[config.mk]
export PLATFORM = sky130hd
export DESIGN_NAME = bffa_ctrl
export DESIGN_NICKNAME = d
export VERILOG_FILES = /design/src/design/bitmap_first_fit_allocator_unit_defines.svh /design/src/design/bffa_pkg.sv /design/src/design/bffa_ctrl.sv
export SDC_FILE = /design/constraint.sdc
export NUM_CORES = 1
export LEC_CHECK = 0
export BUFFER_PORTS_ARGS = -buffer_cell sky130_fd_sc_hd__buf_2
export CAP_MARGIN = 10
export CORE_AREA = 3 3 40 42
export DETAILED_ROUTE_END_ITERATION = 10
export DIE_AREA = 0 0 43 45
export PLACE_DENSITY = 0.73
export SLEW_MARGIN = 10
export SYNTH_ARGS = -nofsm -noshare
export SYNTH_HDL_FRONTEND = slang
export SYNTH_SLANG_ARGS = --single-unit
[constraint.sdc]
create_clock -name clk -period 2.4 [get_ports clk]
set_input_delay 0.24 -clock clk [delete_from_list [all_inputs] [get_ports clk]]
set_output_delay 0.24 -clock clk [all_outputs]
set_load 0.02 [all_outputs]
[src/design/bitmap_first_fit_allocator_unit_defines.svh]
// Assertion macros used by the allocator top file.
// Both macros sample on the rising edge of clk and are switched off during reset.
`ifndef BITMAP_FIRST_FIT_ALLOCATOR_UNIT_DEFINES_SVH
`define BITMAP_FIRST_FIT_ALLOCATOR_UNIT_DEFINES_SVH

// The consequent must hold in the same cycle as the antecedent.
`define BFFA_ASSERT_SAME(label, ante, cons, msg) \
    label: assert property (@(posedge clk) disable iff (!rst_n) (ante) |-> (cons)) \
        else $error(msg);

// The consequent must hold in the cycle after the antecedent.
`define BFFA_ASSERT_NEXT(label, ante, cons, msg) \
    label: assert property (@(posedge clk) disable iff (!rst_n) (ante) |=> (cons)) \
        else $error(msg);

`endif

[src/design/bffa_pkg.sv]
package bffa_pkg;

    // Width of one word of the free map and the shift that selects a word.
    localparam int WORD_BITS = 64;
    localparam int WORD_SH   = 6;

    // Request codes carried in the mode field.
    localparam logic MODE_ALLOC = 1'b0;
    localparam logic MODE_FREE  = 1'b1;

    // Result status codes.
    localparam logic [1:0] STATUS_OK    = 2'd0;
    localparam logic [1:0] STATUS_FULL  = 2'd1;
    localparam logic [1:0] STATUS_RANGE = 2'd2;

    // Register index codes, taken from address bit 2.
    localparam logic REG_BASE_OFFSET = 1'b0;
    localparam logic REG_MAP_BLOCKS  = 1'b1;

    // Controller states.
    typedef enum logic [2:0] {
        ST_CLEAR,
        ST_IDLE,
        ST_ALLOC,
        ST_ALLOC_WR,
        ST_FREE_CHK,
        ST_FREE_RD,
        ST_FREE_WR,
        ST_RESULT
    } bffa_state_t;

    // Commands from the controller to the datapath.
    typedef struct packed {
        logic       clr;
        logic       load;
        logic       scan_start;
        logic       scan;
        logic       free_chk;
        logic       free_mod;
        logic       wr;
        logic       res_load;
        logic [1:0] res_status;
        logic       res_grant;
    } bffa_cmd_t;

    // Status from the datapath to the controller.
    typedef struct packed {
        logic clr_last;
        logic hit;
        logic scan_done;
        logic out_range;
        logic out_busy;
    } bffa_stat_t;

endpackage

[src/design/bffa_ctrl.sv]
module bffa_ctrl (
    input  logic                 clk,
    input  logic                 rst_n,
    input  logic                 in_valid,
    output logic                 in_ready,
    input  logic                 mode,
    input  bffa_pkg::bffa_stat_t stat,
    output bffa_pkg::bffa_cmd_t  cmd
);

    bffa_pkg::bffa_state_t state_reg;
    bffa_pkg::bffa_state_t state_next;
    logic [1:0]            res_status_reg;
    logic [1:0]            res_status_next;
    logic                  res_grant_reg;
    logic                  res_grant_next;

    // State and pending result registers.
    always_ff @(posedge clk or negedge rst_n)
    begin
        if (!rst_n)
        begin
            state_reg      <= bffa_pkg::ST_CLEAR;
            res_status_reg <= bffa_pkg::STATUS_OK;
            res_grant_reg  <= 1'b0;
        end
        else
        begin
            state_reg      <= state_next;
            res_status_reg <= res_status_next;
            res_grant_reg  <= res_grant_next;
        end
    end

    // Next state and commands.
    always_comb
    begin
        state_next      = state_reg;
        res_status_next = res_status_reg;
        res_grant_next  = res_grant_reg;
        in_ready        = 1'b0;
        cmd             = '0;
        cmd.res_status  = res_status_reg;
        cmd.res_grant   = res_grant_reg;

        unique case (state_reg)
            bffa_pkg::ST_CLEAR:
            begin
                cmd.clr = 1'b1;
                if (stat.clr_last)
                begin
                    state_next = bffa_pkg::ST_IDLE;
                end
            end
            bffa_pkg::ST_IDLE:
            begin
                in_ready = 1'b1;
                if (in_valid)
                begin
                    cmd.load       = 1'b1;
                    cmd.scan_start = 1'b1;
                    state_next     = (mode == bffa_pkg::MODE_FREE) ? bffa_pkg::ST_FREE_CHK
                                                                   : bffa_pkg::ST_ALLOC;
                end
            end
            bffa_pkg::ST_ALLOC:
            begin
                cmd.scan = 1'b1;
                if (stat.hit)
                begin
                    state_next = bffa_pkg::ST_ALLOC_WR;
                end
                else if (stat.scan_done)
                begin
                    res_status_next = bffa_pkg::STATUS_FULL;
                    res_grant_next  = 1'b0;
                    state_next      = bffa_pkg::ST_RESULT;
                end
            end
            bffa_pkg::ST_ALLOC_WR:
            begin
                cmd.wr          = 1'b1;
                res_status_next = bffa_pkg::STATUS_OK;
                res_grant_next  = 1'b1;
                state_next      = bffa_pkg::ST_RESULT;
            end
            bffa_pkg::ST_FREE_CHK:
            begin
                cmd.free_chk = 1'b1;
                if (stat.out_range)
                begin
                    res_status_next = bffa_pkg::STATUS_RANGE;
                    res_grant_next  = 1'b0;
                    state_next      = bffa_pkg::ST_RESULT;
                end
                else
                begin
                    state_next = bffa_pkg::ST_FREE_RD;
                end
            end
            bffa_pkg::ST_FREE_RD:
            begin
                cmd.free_mod = 1'b1;
                state_next   = bffa_pkg::ST_FREE_WR;
            end
            bffa_pkg::ST_FREE_WR:
            begin
                cmd.wr          = 1'b1;
                res_status_next = bffa_pkg::STATUS_OK;
                res_grant_next  = 1'b0;
                state_next      = bffa_pkg::ST_RESULT;
            end
            bffa_pkg::ST_RESULT:
            begin
                if (!stat.out_busy)
                begin
                    cmd.res_load = 1'b1;
                    state_next   = bffa_pkg::ST_IDLE;
                end
            end
            default:
            begin
                state_next = bffa_pkg::ST_IDLE;
            end
        endcase
    end

endmodule
# Word-level counts from Yosys, hierarchy flattened
# Index checks and enable logic that the tools add are counted.
# word_totals
register_bits,6
input_bits,9
output_inout_bits,12
wordCells,50
# op_classes
muxes,26
n_reduce_logical,7
eq_ne,14
# ops
operator,n
one-hot mux 3 bit (7 select lines),1
two-way mux 3 bit,6
"equality test 3 bit, second input constant",4
two-way mux 2 bit,6
"inequality test 2 bit, second input constant",6
AND reduction 4 bit,3
two-way mux 1 bit,11
"equality test 3 x 2 -> 1 bit, second input constant",2
one-hot mux 2 bit (3 select lines),1
one-hot mux 1 bit (4 select lines),1
nonzero test 4 bit,1
"equality test 3 x 1 -> 1 bit, second input constant",1
zero test 3 bit,1
"inequality test 3 bit, second input constant",1
nonzero test 3 bit,1
OR reduction 2 bit,1

# Longest topological paths before layout
# depth
ltp_word,4
mapped_depth,5

# Least setup slack after synthesis
# No wires, ideal clock.
# synth_timing
path_kind,reg-to-output
startpoint,register state_reg[1]
endpoint,output cmd[9] (netlist bit)
n_path_buf,2
arrival_time_ps,1462
setup_slack_ps,698
stages_incl_launch_ff,6
required_time_ps,2160
cell_sequence,dfrtp_1 -> buf_6 -> nand2b_1 -> nor2_1 -> and2_1 -> buf_4
# synth_rtl
element,line,source
from (decl),bffa_ctrl.sv:11,bffa_pkg::bffa_state_t state_reg;
from (signal assigned),bffa_ctrl.sv:23,state_reg <= bffa_pkg::ST_CLEAR;
from (signal assigned),bffa_ctrl.sv:29,state_reg <= state_next;
to (decl),bffa_ctrl.sv:8,output bffa_pkg::bffa_cmd_t cmd

==> metrics.cfg <==
[place]
place_ws_ns = 0.904
io_buffers = 20
dp.final_hpwl_um = 762
gp_congestion = 0.838

[yosys]
synthCells = 57
synth_seq_area_share = 0.314
netlist_area_um2 = 478
synth_area_leaders = dfrtp_1 (31%), buf_4 (6.3%), nor2_1 (5.5%), and2_1 (5.2%), buf_6 (4.7%)
synth_warnings = 0
synth_top_area_frac = 0.314
synth_area_leader_cell = dfrtp_1
ys_ff_latch = 6
yosys-top-cells-count = nor2_1 (7), dfrtp_1 (6)
synthFlopType = dfrtp_1
syn_area_per_cell_um2 = 8.39
ys_types = 26
syn_nets = 66
async_flop_share = 1.00
synth.most_common_cell = nor2_1
synth_edf_count = 0

[pwr]
power_density_mw_per_mm2 = 1290
pwr-share-clk = 0.128
p_leak_nw = 0.271
finalPower_mw = 0.731
pwr-share-seq = 0.354
irDropWorstVdd_mv = 0.687
internal-power_mw = 0.374
power.combinational.fraction = 0.518
p_switching_mw = 0.357
sw_frac_of_total = 0.488

[global_routing]
grt_max_degree = 22
grt_use_total = 0.120
grt_overflow_total = 0
antenna_found_initial = 0
grt_pass1_vias = 386
grt_pass1_wl_um = 1620

[clock_tree]
ctsHoldBuffers = 1
clk_pin_slew_ns = 0.04
cts_tree = built
cts_buffer_depth = 2
cts.sinks = 6
htree_levels = 1
root_buffer = clkbuf_4
numCtsBuffers = 3
postCtsSetupBuffers = 0
cts_resized = 0
clock_latency_ns = 0.25

[critical_path]
crit_fanout = 18
crit_type = reg2out
end_kind = output port
cp.required_ns = 2.16
cp.arrival_ns = 1.52
startpoint_type = register

[die]
pin_count = 21
dieArea_mm2 = 0.00194
die_width_um = 43
start_util = 0.372
num_rows = 13
core_mm2 = 0.00128
dieHeight_um = 45

[drt]
drt_iter0_drc = 14
via_per_inst = 5.08
dr_total_vias = 447
route.detailed.drc = 0
routed_wl_um = 1010
drt_pass1_iterations = 4
ant_nets = 0
routedWlPerCell_um = 11.5

[timing]
final.period_utilization = 0.734
postLayoutSetupSlackWorst_ns = 0.639
worst_slew_pin_slew_ns = 0.532
fin_tns_setup_ns = 0
hold_viol = 0
max_freq_ghz = 0.568
maxSlewViolCount = 0
grt_setup_unrepaired = false
worst_clock_skew_ns = 0.00508
min_period_ns = 1.76
setup_viol = 0
maxSlewHeadroom = 0.645

[status]
status = completed

[min_path]
hold_path_class = in2reg

[final_layout]
layout.nets = 84
synthToLayoutAreaGrowth_pct = 18.6
final_util = 0.441
num-fill-cells = 134
drive_gt1_frac = 0.356
antennaDiodeCount = 0
largest_reg_flops = 3

[job]
maxCapViolCount = 0

## cells by family (layout without fill, tap and decap cells)
logic type,count (synthesis),count (layout),synth area share
AOI/OAI and AO/OA,16,16,0.249
xor gates and xnor gates,1,1,0.0183
buffers and inverters,10,26,0.147
DFF,6,6,0.314
and+or+nand+nor,24,24,0.272
## power groups by stage
stage,registers [mW],clock network (mW),logic (mW)
3_5_place_dp,0.259,0,0.382
6_report,0.259,0.0938,0.378
5_1_grt,0.276,0.109,0.422
2_1_floorplan,0.191,0,0.405
4_1_cts,0.257,0.0992,0.385
3_3_place_gp,0.256,0,0.377
## critical path, cell delays in order, from the launching register on
cell	delay, ns
dfrtp_1	0.66
nand2_1	0.16
nor3b_2	0.26
buf_2	0.21
## area by class of cell
class	instances	area, um2	area share
multi-input combinational	41	258	0.455
sequential	6	150	0.265
timing repair buffer	21	110	0.194
clock buffer	3	22.5	0.0397
tap	15	18.8	0.0331
inverter	2	7.51	0.0132
## routing by layer
layer | up-vias | wire length (um) | track usage
met1 | 200 | 455 | 0.144
met4 | 0 | 0 | 0.0361
li1 | 234 | - | -
met3 | 0 | 79 | 0.0717
met5 | - | 0 | 0
met2 | 13 | 474 | 0.180
## placed cells by master (no fill, tap or decap), drive strengths merged, types with 2 or more instances in the layout
cell,count
nand2b,2
nand2,2
dfrtp,6
nor3,4
nor2,8
nor2b,2
inv,2
o21a,2
clkbuf,3
buf,20
nor3b,2
o31ai,2
o21ai,4
and2,4
## per-stage QoR
step                instance area, um2  instances  hold slack, ns
global route                       567         88           0.315
CTS                                567         88           0.321
finish                             567         88           0.314
global placement                   534         84          0.0719
floorplan                          478         57         -0.0556
detailed placement                 534         84          0.0732
## path summary, 6_finish.rpt
check	startpoint	end	slack (ns)	depth (start not counted)
max in group asynchronous	rst_n	state_reg[1]$_DFFE_PN0P_	1.90	2
worst min-delay path	stat[0]	state_reg[2]$_DFFE_PN0P_	0.31	3
worst max register to register	state_reg[1]$_DFFE_PN0P_	state_reg[2]$_DFFE_PN0P_	0.96	3
worst min register to register	res_status_reg[1]$_DFFE_PN0P_	res_status_reg[1]$_DFFE_PN0P_	0.52	1
min in group asynchronous	rst_n	res_status_reg[1]$_DFFE_PN0P_	0.35	2
worst max-delay path	state_reg[0]$_DFFE_PN0P_	cmd[3]	0.64	3
Note: power is estimated with default switching activity, not from simulation.
